==> config.mk <==
export PLATFORM = sky130hd
export DESIGN_NAME = graph_depth_first_walk
export DESIGN_NICKNAME = d
export VERILOG_FILES = /design/src/design/dfw_pkg.sv /design/src/design/dfw_graph.sv /design/src/design/dfw_walker.sv /design/src/design/graph_depth_first_walk.sv
export SDC_FILE = /design/constraint.sdc
export NUM_CORES = 2
export LEC_CHECK = 0
export BUFFER_PORTS_ARGS = -buffer_cell sky130_fd_sc_hd__clkbuf_2
export CORE_UTILIZATION = 57
export DETAILED_ROUTE_END_ITERATION = 8
export PLACE_DENSITY = 0.75
export SLEW_MARGIN = 20
export SYNTH_ARGS = -nofsm -noshare
export SYNTH_HDL_FRONTEND = slang
export SYNTH_MEMORY_MAX_BITS = 65536
export SYNTH_SLANG_ARGS = --single-unit
==> constraint.sdc <==
create_clock -name clk -period 16.1 [get_ports clk]
set_input_delay 1.61 -clock clk [delete_from_list [all_inputs] [get_ports clk]]
set_output_delay 1.61 -clock clk [all_outputs]
set_load 0.02 [all_outputs]
==> src/design/dfw_pkg.sv <==
package dfw_pkg;

  localparam int MAX_NODES = 64;
  localparam int MAX_EDGES = 256;

  localparam int NODE_W = 7;   // node id, 0..MAX_NODES
  localparam int ROW_AW = 6;   // row / visited index
  localparam int EDGE_AW = 8;  // edge store and stack index
  localparam int CNT_W = 9;    // counts up to MAX_EDGES

  localparam logic [1:0] FUNC_APPEND = 2'd0;
  localparam logic [1:0] FUNC_WALK = 2'd1;
  localparam logic [1:0] FUNC_CLEAR = 2'd2;

  localparam logic [1:0] STATUS_OK = 2'd0;
  localparam logic [1:0] STATUS_OVERFLOW = 2'd1;
  localparam logic [1:0] STATUS_RANGE = 2'd2;

  typedef enum logic [2:0] {
    ST_IDLE,
    ST_POP_RD,
    ST_POP_CHK,
    ST_ROW,
    ST_PUSH,
    ST_FIN,
    ST_ERR
  } walk_state_t;

  typedef struct packed {
    logic              append;
    logic              clear;
    logic [NODE_W-1:0] vertex;
    logic              row_end;
  } load_cmd_t;

  typedef struct packed {
    logic [CNT_W-1:0]   len;
    logic [EDGE_AW-1:0] first;
  } row_info_t;

endpackage

==> src/design/dfw_graph.sv <==
module dfw_graph (
  input  logic                             clk,
  input  logic                             rst,
  input  dfw_pkg::load_cmd_t               cmd,
  input  logic [dfw_pkg::ROW_AW-1:0]       row_addr,
  output dfw_pkg::row_info_t               row_info,
  input  logic [dfw_pkg::EDGE_AW-1:0]      edge_addr,
  output logic [dfw_pkg::NODE_W-1:0]       edge_data
);

  logic [dfw_pkg::NODE_W-1:0] edge_mem [dfw_pkg::MAX_EDGES];
  dfw_pkg::row_info_t         row_mem [dfw_pkg::MAX_NODES];
  logic [dfw_pkg::MAX_NODES-1:0] row_valid;

  logic [dfw_pkg::NODE_W-1:0]  load_row;
  logic [dfw_pkg::CNT_W-1:0]   edge_total;
  logic [dfw_pkg::CNT_W-1:0]   cur_len;
  logic [dfw_pkg::EDGE_AW-1:0] cur_first;

  dfw_pkg::row_info_t row_q;
  logic               row_vq;

  logic                        row_open;
  logic                        can_append;
  logic [dfw_pkg::EDGE_AW-1:0] first_now;

  assign row_open = load_row < dfw_pkg::NODE_W'(dfw_pkg::MAX_NODES);
  assign can_append = cmd.append && row_open &&
                      (edge_total < dfw_pkg::CNT_W'(dfw_pkg::MAX_EDGES));
  assign first_now = (cur_len == '0) ? edge_total[dfw_pkg::EDGE_AW-1:0] : cur_first;

  // edge store and row table: one write port (loading), one registered read each
  always_ff @(posedge clk) begin
    if (can_append) begin
      edge_mem[edge_total[dfw_pkg::EDGE_AW-1:0]] <= cmd.vertex;
      row_mem[load_row[dfw_pkg::ROW_AW-1:0]] <= '{len: cur_len + 1'b1, first: first_now};
    end
    edge_data <= edge_mem[edge_addr];
    row_q <= row_mem[row_addr];
    row_vq <= row_valid[row_addr];
  end

  always_ff @(posedge clk) begin
    if (rst || cmd.clear) begin
      load_row <= '0;
      edge_total <= '0;
      cur_len <= '0;
      row_valid <= '0;
    end else begin
      if (can_append) begin
        edge_total <= edge_total + 1'b1;
        row_valid[load_row[dfw_pkg::ROW_AW-1:0]] <= 1'b1;
      end
      // a new row always starts empty
      if (cmd.append && cmd.row_end && row_open) begin
        load_row <= load_row + 1'b1;
        cur_len <= '0;
      end else if (can_append) begin
        cur_len <= cur_len + 1'b1;
      end
    end
  end

  always_ff @(posedge clk) begin
    if (can_append) begin
      cur_first <= first_now;
    end
  end

  assign row_info = row_vq ? row_q : '0;

endmodule

==> src/design/dfw_walker.sv <==
module dfw_walker (
  input  logic                         clk,
  input  logic                         rst,
  input  logic                         walk_go,
  input  logic [dfw_pkg::NODE_W-1:0]   start_vertex,
  input  logic [dfw_pkg::NODE_W-1:0]   nn,
  output logic                         busy,
  output logic [dfw_pkg::ROW_AW-1:0]   row_addr,
  input  dfw_pkg::row_info_t           row_info,
  output logic [dfw_pkg::EDGE_AW-1:0]  edge_addr,
  input  logic [dfw_pkg::NODE_W-1:0]   edge_data,
  output logic                         result_stb,
  output logic [dfw_pkg::NODE_W-1:0]   visited_node,
  output logic                         last,
  output logic [1:0]                   status
);

  logic [dfw_pkg::NODE_W-1:0] stack_mem [dfw_pkg::MAX_EDGES];
  logic [dfw_pkg::NODE_W-1:0] stack_q;

  dfw_pkg::walk_state_t state, state_next;

  logic [dfw_pkg::CNT_W-1:0]     sp, sp_next;
  logic [dfw_pkg::NODE_W-1:0]    seen, seen_next;
  logic [dfw_pkg::MAX_NODES-1:0] visited, visited_next;
  logic                          held_valid, held_valid_next;
  logic [dfw_pkg::NODE_W-1:0]    held_node, held_node_next;
  logic [dfw_pkg::CNT_W-1:0]     k, k_next;
  logic [dfw_pkg::EDGE_AW-1:0]   base, base_next;
  logic                          pend, pend_next;
  logic [1:0]                    err_status, err_status_next;

  logic                          stk_we;
  logic [dfw_pkg::EDGE_AW-1:0]   stk_waddr;
  logic [dfw_pkg::NODE_W-1:0]    stk_wdata;
  logic [dfw_pkg::CNT_W-1:0]     sp_m1;

  logic                          emit;
  logic [dfw_pkg::NODE_W-1:0]    emit_node;
  logic                          emit_last;
  logic [1:0]                    emit_status;

  logic                          e_bad;
  logic [dfw_pkg::ROW_AW-1:0]    e_idx;
  logic [dfw_pkg::CNT_W-1:0]     edge_sum;
  logic [dfw_pkg::CNT_W:0]       push_top;

  assign sp_m1 = sp - 1'b1;
  assign e_bad = (stack_q == '0) || (stack_q > nn);
  assign e_idx = dfw_pkg::ROW_AW'(stack_q - 1'b1);
  assign row_addr = e_idx;
  assign edge_sum = {1'b0, base} + k - 1'b1;
  assign edge_addr = edge_sum[dfw_pkg::EDGE_AW-1:0];
  assign push_top = {1'b0, sp} + {1'b0, row_info.len};
  assign busy = (state != dfw_pkg::ST_IDLE);

  // stack memory, read at top-of-stack every cycle
  always_ff @(posedge clk) begin
    if (stk_we) begin
      stack_mem[stk_waddr] <= stk_wdata;
    end
    stack_q <= stack_mem[sp_m1[dfw_pkg::EDGE_AW-1:0]];
  end

  always_ff @(posedge clk) begin
    if (rst) begin
      state <= dfw_pkg::ST_IDLE;
      sp <= '0;
      visited <= '0;
      held_valid <= 1'b0;
      pend <= 1'b0;
      result_stb <= 1'b0;
    end else begin
      state <= state_next;
      sp <= sp_next;
      visited <= visited_next;
      held_valid <= held_valid_next;
      pend <= pend_next;
      result_stb <= emit;
    end
  end

  always_ff @(posedge clk) begin
    seen <= seen_next;
    held_node <= held_node_next;
    k <= k_next;
    base <= base_next;
    err_status <= err_status_next;
    visited_node <= emit_node;
    last <= emit_last;
    status <= emit_status;
  end

  // the newest visit is held back one result so that its last flag is known
  always_comb begin
    state_next = state;
    sp_next = sp;
    seen_next = seen;
    visited_next = visited;
    held_valid_next = held_valid;
    held_node_next = held_node;
    k_next = k;
    base_next = base;
    pend_next = pend;
    err_status_next = err_status;
    stk_we = 1'b0;
    stk_waddr = sp[dfw_pkg::EDGE_AW-1:0];
    stk_wdata = edge_data;
    emit = 1'b0;
    emit_node = held_node;
    emit_last = 1'b0;
    emit_status = dfw_pkg::STATUS_OK;
    unique case (state)
      dfw_pkg::ST_IDLE: begin
        if (walk_go) begin
          visited_next = '0;
          seen_next = '0;
          held_valid_next = 1'b0;
          sp_next = '0;
          if (start_vertex == '0 || start_vertex > nn) begin
            err_status_next = dfw_pkg::STATUS_RANGE;
            state_next = dfw_pkg::ST_ERR;
          end else begin
            stk_we = 1'b1;
            stk_waddr = '0;
            stk_wdata = start_vertex;
            sp_next = dfw_pkg::CNT_W'(1);
            state_next = dfw_pkg::ST_POP_RD;
          end
        end
      end
      dfw_pkg::ST_POP_RD: begin
        if (sp == '0) begin
          state_next = dfw_pkg::ST_FIN;
        end else begin
          sp_next = sp_m1;
          state_next = dfw_pkg::ST_POP_CHK;
        end
      end
      dfw_pkg::ST_POP_CHK: begin
        if (e_bad) begin
          err_status_next = dfw_pkg::STATUS_RANGE;
          state_next = dfw_pkg::ST_ERR;
        end else if (visited[e_idx]) begin
          state_next = dfw_pkg::ST_POP_RD;
        end else begin
          visited_next[e_idx] = 1'b1;
          emit = held_valid;
          held_valid_next = 1'b1;
          held_node_next = stack_q;
          seen_next = seen + 1'b1;
          if (seen_next >= nn) begin
            state_next = dfw_pkg::ST_FIN;
          end else begin
            state_next = dfw_pkg::ST_ROW;
          end
        end
      end
      dfw_pkg::ST_ROW: begin
        if (push_top > (dfw_pkg::CNT_W + 1)'(dfw_pkg::MAX_EDGES)) begin
          err_status_next = dfw_pkg::STATUS_OVERFLOW;
          state_next = dfw_pkg::ST_ERR;
        end else begin
          k_next = row_info.len;
          base_next = row_info.first;
          pend_next = 1'b0;
          state_next = dfw_pkg::ST_PUSH;
        end
      end
      dfw_pkg::ST_PUSH: begin
        // neighbors go on last-first; edge read and stack write overlap
        if (k != '0) begin
          k_next = k - 1'b1;
          pend_next = 1'b1;
        end else begin
          pend_next = 1'b0;
        end
        if (pend) begin
          stk_we = 1'b1;
          sp_next = sp + 1'b1;
        end
        if (k == '0 && !pend) begin
          state_next = dfw_pkg::ST_POP_RD;
        end
      end
      dfw_pkg::ST_FIN: begin
        emit = 1'b1;
        emit_last = 1'b1;
        held_valid_next = 1'b0;
        state_next = dfw_pkg::ST_IDLE;
      end
      dfw_pkg::ST_ERR: begin
        emit = 1'b1;
        if (held_valid) begin
          held_valid_next = 1'b0;
        end else begin
          emit_node = '0;
          emit_last = 1'b1;
          emit_status = err_status;
          state_next = dfw_pkg::ST_IDLE;
        end
      end
      default: begin
        state_next = dfw_pkg::ST_IDLE;
      end
    endcase
  end

  a_sp_bound: assert property (@(posedge clk) disable iff (rst)
    sp <= dfw_pkg::CNT_W'(dfw_pkg::MAX_EDGES))
    else $error("stack pointer past stack depth");

  a_fin_held: assert property (@(posedge clk) disable iff (rst)
    (state == dfw_pkg::ST_FIN) |-> held_valid)
    else $error("walk finished with no held result");

  a_idle_clean: assert property (@(posedge clk) disable iff (rst)
    (state == dfw_pkg::ST_IDLE) |-> !held_valid)
    else $error("held result left behind in idle");

  a_err_last: assert property (@(posedge clk) disable iff (rst)
    (result_stb && status != dfw_pkg::STATUS_OK) |-> (last && visited_node == '0))
    else $error("error beat without last flag");

  a_last_idle: assert property (@(posedge clk) disable iff (rst)
    (result_stb && last) |-> (state == dfw_pkg::ST_IDLE))
    else $error("last beat while walk still running");

endmodule

==> src/design/graph_depth_first_walk.sv <==
// channel  | direction | handshake             | fields
// ---------+-----------+-----------------------+------------------------------------
// command  | in        | start && !busy        | func, vertex, row_end
// result   | out       | result_stb (1 cycle)  | visited_node, last, status
// config   | in        | cfg_wr_en             | cfg_wr_data -> node_count
//
// Append and clear beats leave busy low, so they can come back to back. A walk
// holds busy high while it pops the stack (read, then check), reads the row of
// each newly visited node and pushes its neighbors; the stack, row and edge
// memories each have a registered read. It closes out in ST_FIN, or in ST_ERR,
// which first flushes a held visit. A visit is held until its last flag is known;
// the receiver cannot stall results.
// Reset (rst, synchronous) clears the graph, visited map and node_count to 64;
// no memory clearing pass is needed.
module graph_depth_first_walk (
  input  logic                       clk,
  input  logic                       rst,
  input  logic                       start,
  output logic                       busy,
  input  logic [1:0]                 func,
  input  logic [dfw_pkg::NODE_W-1:0] vertex,
  input  logic                       row_end,
  input  logic                       cfg_wr_en,
  input  logic [dfw_pkg::NODE_W-1:0] cfg_wr_data,
  output logic                       result_stb,
  output logic [dfw_pkg::NODE_W-1:0] visited_node,
  output logic                       last,
  output logic [1:0]                 status
);

  logic [dfw_pkg::NODE_W-1:0] node_count;
  logic [dfw_pkg::NODE_W-1:0] nn;
  logic                       take;
  logic                       walk_go;
  dfw_pkg::load_cmd_t         cmd;

  logic [dfw_pkg::ROW_AW-1:0]  row_addr;
  dfw_pkg::row_info_t          row_info;
  logic [dfw_pkg::EDGE_AW-1:0] edge_addr;
  logic [dfw_pkg::NODE_W-1:0]  edge_data;

  always_ff @(posedge clk) begin
    if (rst) begin
      node_count <= dfw_pkg::NODE_W'(dfw_pkg::MAX_NODES);
    end else if (cfg_wr_en) begin
      node_count <= cfg_wr_data;
    end
  end

  assign nn = (node_count > dfw_pkg::NODE_W'(dfw_pkg::MAX_NODES)) ?
              dfw_pkg::NODE_W'(dfw_pkg::MAX_NODES) : node_count;

  assign take = start && !busy;
  assign walk_go = take && (func == dfw_pkg::FUNC_WALK);
  assign cmd.append = take && (func == dfw_pkg::FUNC_APPEND);
  assign cmd.clear = take && (func == dfw_pkg::FUNC_CLEAR);
  assign cmd.vertex = vertex;
  assign cmd.row_end = row_end;

  dfw_graph u_graph (
    .clk       (clk),
    .rst       (rst),
    .cmd       (cmd),
    .row_addr  (row_addr),
    .row_info  (row_info),
    .edge_addr (edge_addr),
    .edge_data (edge_data)
  );

  dfw_walker u_walker (
    .clk          (clk),
    .rst          (rst),
    .walk_go      (walk_go),
    .start_vertex (vertex),
    .nn           (nn),
    .busy         (busy),
    .row_addr     (row_addr),
    .row_info     (row_info),
    .edge_addr    (edge_addr),
    .edge_data    (edge_data),
    .result_stb   (result_stb),
    .visited_node (visited_node),
    .last         (last),
    .status       (status)
  );

endmodule

After elaboration in Yosys (flattened, before gate mapping)

Memories as Yosys holds them, arrays and structs flattened. A register that Yosys moved wholly into a read port is not among the register bits.
Cells that the tools add are included.

Register bits after elaboration: 227
Bits in writable memories: 4672
Input port bits: 21
Output and inout port bits: 12
Word-level logic and storage cells: 184
Memories: 3

Add/subtract/negate cells: 11
Order comparisons: 11
Equal/unequal tests: 20
Muxes and demuxes: 70
Bitwise logic cells: 6
Reductions and logical operators: 42

Memories:

| memory             | depth | bits a word | rd ports | clocked after memory_dff | wr ports | line             | text |
|---|---|---|---|---|---|---|---|
| u_graph.edge_mem   | 256   | 7           | 1        | 1                        | 1        | dfw_graph.sv:11  | `logic [dfw_pkg::NODE_W-1:0] edge_mem [dfw_pkg::MAX_EDGES];` |
| u_walker.stack_mem | 256   | 7           | 1        | 1                        | 1        | dfw_walker.sv:18 | `logic [dfw_pkg::NODE_W-1:0] stack_mem [dfw_pkg::MAX_EDGES];` |
| u_graph.row_mem    | 64    | 17          | 1        | 1                        | 1        | dfw_graph.sv:12  | `dfw_pkg::row_info_t row_mem [dfw_pkg::MAX_NODES];` |

Operators by type and width:

| kind                                                | count |
|---|---|
| 2-to-1 mux 64 bit                                   | 3 |
| OR 64 bit                                           | 2 |
| one-hot mux 64 bit (2 select lines)                 | 1 |
| 2-to-1 mux 7 bit                                    | 9 |
| 2-to-1 mux 9 bit                                    | 5 |
| 2-to-1 mux 8 bit                                    | 4 |
| adder 9 x 1 -> 9 bit, second input constant         | 3 |
| zero test 9 bit                                     | 3 |
| one-hot mux 9 bit (3 select lines)                  | 1 |
| 2-to-1 mux 3 bit                                    | 8 |
| 2-to-1 mux 1 bit                                    | 20 |
| one-hot mux 3 bit (6 select lines)                  | 1 |
| one-hot mux 9 bit (2 select lines)                  | 1 |
| subtractor 9 x 1 -> 9 bit, second input constant    | 2 |
| 2-to-1 mux 17 bit                                   | 1 |
| adder 7 x 1 -> 7 bit, second input constant         | 2 |
| > comparator 7 bit                                  | 2 |
| zero test 7 bit                                     | 2 |
| < comparator 6 x 7 -> 1 bit, second input constant  | 2 |
| != test 2 x 1 -> 1 bit, second input constant       | 7 |
| one-hot mux 7 bit (2 select lines)                  | 1 |
| binary-select mux 1 bit (select 6 bit)              | 2 |
| demux 1 bit (select 6 bit)                          | 2 |
| >= comparator 6 x 1 -> 1 bit, second input constant | 2 |
| 33 further kinds                                    | 74 |

Logic depth before layout (Yosys ltp)

Word-level depth: 9
Depth in mapped cells: 20
Gate-level depth less buffers: 13

Modules after synthesis

From an unflattened synthesis, not the netlist that was laid out.

Cells, all modules: 9168
Area total of the unflattened synthesis: 192027.9 um^2

Modules (own cells, without submodules):

| module                 | times used | cells an instance | area an instance (um^2) | seq. area each (um^2) |
|---|---|---|---|---|
| dfw_graph              | 1          | 5373              | 115329.4                | 89005.4 |
| dfw_walker             | 1          | 3763              | 76367.0                 | 56724.4 |
| graph_depth_first_walk | 1          | 32                | 331.6                   | 140.1 |

Worst setup path before layout

Ideal clock, no wire load.

Path kind: in2reg
Start point: in vertex[1] in the netlist's numbering
End point: mem u_walker.stack_mem[0][0] in the netlist's numbering, data pin
Setup time: 2191 ps
Arrival: 12948 ps
Data required time: 13909 ps
Slack: 961 ps
Stages: 8
Buffers on the path: 1
Cells stage by stage: ha_1 nor2b_1 o21ai_0 a21oi_1 a211oi_1 o211ai_1 clkbuf_1 o21ai_0

Cells in the longest elaborated chain, start to end: 5
Elaborated cells on any way between the ends: 6
Classes of those cells: order compare (1); mux (3); reduce/logical (2)

Ends and longest elaborated chain:

| element                                               | line                         | text |
|---|---|---|
| start, declared                                       | graph_depth_first_walk.sv:21 | `input logic [dfw_pkg::NODE_W-1:0] vertex,` |
| > comparator 7 bit or zero test 7 bit (tied branches) | dfw_walker.sv:120            | `if (start_vertex == '0 \|\| start_vertex > nn) begin` |
| logical OR 1 bit *                                    | dfw_walker.sv:120            |  |
| 2-to-1 mux 7 bit *                                    | dfw_walker.sv:120            |  |
| 2-to-1 mux 7 bit *                                    | dfw_walker.sv:115            | `if (walk_go) begin` |
| 2-to-1 mux 7 bit *                                    | dfw_walker.sv:113            | `unique case (state)` |
| named net u_walker.stk_wdata (one bit)                | dfw_walker.sv:35             | `logic [dfw_pkg::NODE_W-1:0] stk_wdata;` |
| end, declared                                         | dfw_walker.sv:18             |  |

The timed path passes the listed nets; every way through them passes the cells marked *.

Worst setup path in the final report

Start point: reg u_walker.sp[0] in the netlist's numbering
End point: reg u_walker.stack_q[5] in the netlist's numbering (read register of u_walker.stack_mem)

Cells in the longest elaborated chain, start to end: 1

Ends and longest elaborated chain:

| element                   | line             | text |
|---|---|---|
| start, declared           | dfw_walker.sv:23 | `logic [dfw_pkg::CNT_W-1:0] sp, sp_next;` |
| start signal, assigned    | dfw_walker.sv:75 | `sp <= sp_next;` |
| subtractor 9 x 1 -> 9 bit | dfw_walker.sv:48 | `assign sp_m1 = sp - 1'b1;` |
| end, declared             | dfw_walker.sv:19 | `logic [dfw_pkg::NODE_W-1:0] stack_q;` |

Every way passes these cells.
A chain may end at the register's enable or synchronous reset.

==> summary.md <==
| Metric | Value |
|---|---|
| Final worst path period share | 0.399 |
| Sink Count | 4930 |
| Post-Syn Instances | around 10000 |
| Routed WL | a little under 500000 um |
| Gpl congestion | between 0.9 and 1 |
| R2R depth | 10 |
| Clk Latency, worst-skew pair | ~1.0 ns |
| Cell Chain, Critical Path | inv_1 > ha_4 > buf_4 > buf_12 > buf_4 > mux4_2 > mux4_2 > a22o_1 > a221oi_1 > o221ai_1 |
| Area of the multi-input gates | between 40000 and 50000 um2 |
| TNS Setup | 0 ns |
| Final WS setup | between 9 and 10 ns |
| Placement Cell Area | ~200000 um2 |
| Maximum vdd drop | 0.000268 V |
| Detailed Routing Iterations Pass 1 | 7 |
| Total power | slightly below 40000 uW |
| Final net count | slightly above 10000 |
| Final instance area | approximately 210000 um2 |
| CTS resizes | 0 |
| GR Util All Layers | 0.286 |
| Synth cell types | 90 |
| Cts hold-fix bufs | 0 |
| Final Skew | approximately 0.11 ns |
| Post-synthesis sequential area ratio | 0.757 |
| Global-route wire length before repair | 707000 um |
| Slowest stage delay, CP | 0.93 ns |
| Reg area | about 150000 um2 |
| PortBufs | 32 |
| Maxcap violations | 0 |
| Drt first-iter violations | around 15000 |
| Worst Max-Slew Pin Slew | 1.22 ns |
| Residual DRC | 0 |
| CTS Buf Count | ~470 |
| Post-Syn Area per Cell | 19.2 um2 |
| Worst hold path class | register to register |
| Share of layout cells above drive strength 1 | 0.216 |
| Post-Layout Cell Count | around 15000 |
| Area grow syn2layout | 11.1% |
| CP max stage cell | ha_4 |
| Hold Path Sink | u_walker.visited[6] |
| Synth top area share | 0.734 |
| Core Box Area | approximately 340000 um2 |
| Post-CTS Setup Bufs | 0 |
| Largest delay contributor family on the critical path | buffers and inverters |
| Total congestion overflow | 0 |
| Drt via density | 6.76 |
| Clock-pin slew on the worst setup and hold paths | 0.07 ns |
| R2R Path Start | u_walker.sp[0] |
| R2r setup slk | ~9.7 ns |
| Wire per inst | 32.5 um |
| Antenna violations before repair | 22 |
| Largest net degree at the start of global routing | around 260 |
| Top Ports | 33 |
| Max-slew violations | 0 |
| Startpoint types | register |
| Row count | approximately 210 |
| Hold Violations, Final | 0 |
| PD cells | 183 nW/um2 |
| Hold_sp | u_walker.visited[6] |
| Yosys top cell by area | edfxtp_1 |
| Crit path kind | register to register |
| Placed cells | around 14000 |
| Die ar. | 340000 um2 |
| Crit path DAT | between 7 and 8 ns |
| Slew headroom | 0.185 |
| Post-synth EDFFs | 4713 |
| Dpl ws | approximately 9.5 ns |
| Leakage power | about 0.067 uW |
| Most frequent cell after synthesis | edfxtp_1 |
| Top post-synthesis cells by count | edfxtp_1, mux4_2, nor2_1 |
| RR Endpoint | u_walker.stack_q[5] |
| Die width | ~580 um |
| CTS root buf | clkbuf_16 |
| CP Data Required Time | approximately 17 ns |
| Fmax achieved | about 160 MHz |
| Primary FF master, synth | edfxtp_1 |
| CTS tree | yes |
| CP bufs+invs | 4 |
| Synth top area cells | edfxtp_1, mux4_2, dfxtp_1 |
| CP Capture Type | register |
| Status | finished, final reports clean |
| Minimum clock period after layout | around 6.4 ns |
| RSZ-0062 raised after global routing | no |
| Synthesis warning total | 0 |
| Height of the die | 583 um |
| FFs w/ async S/R, synth | 0 |
| DP HPWL | ~280000 um |
| # H-tree levels | 5 |
| Fill cells | 21700 |
| Post-route ant nets | 0 |
| Via count | 102000 |
| Crit Path Max Fanout | between 100 and 150 |
| Clock tree buffer depth | 4 |
| Seq cells post-synth | roughly 4900 |
| Starting Density | 0.572 |
| Net Count, Synth | between 10000 and 15000 |
| Syn Std Cell Area | 193000 um2 |
| Vias in the first global route | around 100k |
| Hold Path Stages | 2 |
| Final setup viols | 0 |
placed cells by master (no fill, tap or decap), drive strengths merged, types with 150 or more instances in the layout:
| cell | n |
|---|---|
| edfxtp | 4713 |
| nand2 | 719 |
| nand3 | 150 |
| nor2 | 829 |
| clkbuf | 639 |
| clkinv | 181 |
| buf | 250 |
| a21oi | 315 |
| mux4 | 1123 |
| dfxtp | 217 |
worst max path at each step:
| stage | startpoint | end | slack [ns] | cells after the start |
|---|---|---|---|---|
| CTS | u_walker.sp[0] | u_walker.stack_q[5] | 9.70 | 10 |
| global placement | vertex[2] | u_walker.stack_mem[30][2] | 9.55 | 11 |
| global route | u_walker.sp[0] | u_walker.stack_q[5] | 9.53 | 10 |
| floorplan | vertex[1] | u_walker.stack_mem[0][0] | 0.96 | 8 |
| finish | u_walker.sp[0] | u_walker.stack_q[5] | 9.68 | 10 |
| detailed placement | vertex[2] | u_walker.stack_mem[30][2] | 9.45 | 11 |
state kept, by name, indices dropped and copies added, names as in the netlist, 8 cells and up:
signal	flops
u_walker.sp	9
u_graph.edge_total	9
u_walker.k	9
u_walker.visited	64
u_graph.cur_len	9
u_graph.row_valid	64
u_graph.row_mem	1088
u_walker.base	8
u_graph.row_q	17
u_walker.stack_mem	1792
u_graph.cur_first	8
u_graph.edge_mem	1792
kinds of logic (layout without fill, tap and decap cells):
logic type,Yosys count,in the layout,synth area share
flops,4930,4930,0.757
simple gates,1932,1932,0.0422
mux,1300,1300,0.141
compound gates,1066,1066,0.0382
buf+inv,680,1205,0.0155
xor+xnor,59,59,0.00272
fa+ha+maj,56,56,0.00370
other cells,0,19,0
power breakdown:
group | internal [uW] | total, uW | switching (uW) | leakage [uW]
combinational | 4430 | 13100 | 8690 | 0.0144
clock | 6230 | 11000 | 4760 | 0.00747
sequential | 14900 | 15100 | 160 | 0.0453
total | 25600 | 39200 | 13600 | 0.0671
per-stage QoR:
step,utilization,hold WS (ns)
after floorplan,-,0.422
after global placement,0.590,0.431
after detailed placement,0.590,0.441
after CTS,0.635,0.453
after global routing,0.636,0.477
final,0.636,0.451
cell type report:
cell class | count | area share
repair buffers | 278 | 0.0105
flip-flops and latches | 4930 | 0.682
multi-input cells | 4413 | 0.208
diodes | 19 | 0.000222
clock buffers | 611 | 0.0593
clock inverters | 247 | 0.0123
well taps | 4515 | 0.0264
inverters | 69 | 0.00124
layer usage:
| metal | share of wire | GRT usage | routed length (um) | vias to the layer above |
|---|---|---|---|---|
| li1 | - | - | - | 41000 |
| met1 | 0.35 | 0.384 | 173000 | 52500 |
| met2 | 0.48 | 0.455 | 236000 | 7041 |
| met3 | 0.11 | 0.0575 | 53800 | 1340 |
| met4 | 0.055 | 0.136 | 27100 | 8 |
| met5 | 0.00064 | 0 | 316 | - |
worst register-to-register path, delay by kind of cell, from the launching register on:
kind | cells | cell delay [ns]
adder cells (fa/ha/maj) | 1 | 0.93
AO/OA/AOI/OAI | 3 | 1.05
buffers and inverters | 4 | 2.46
flip-flops | 1 | 0.89
multiplexers | 2 | 0.96
Power figures use the tool's default switching activity.
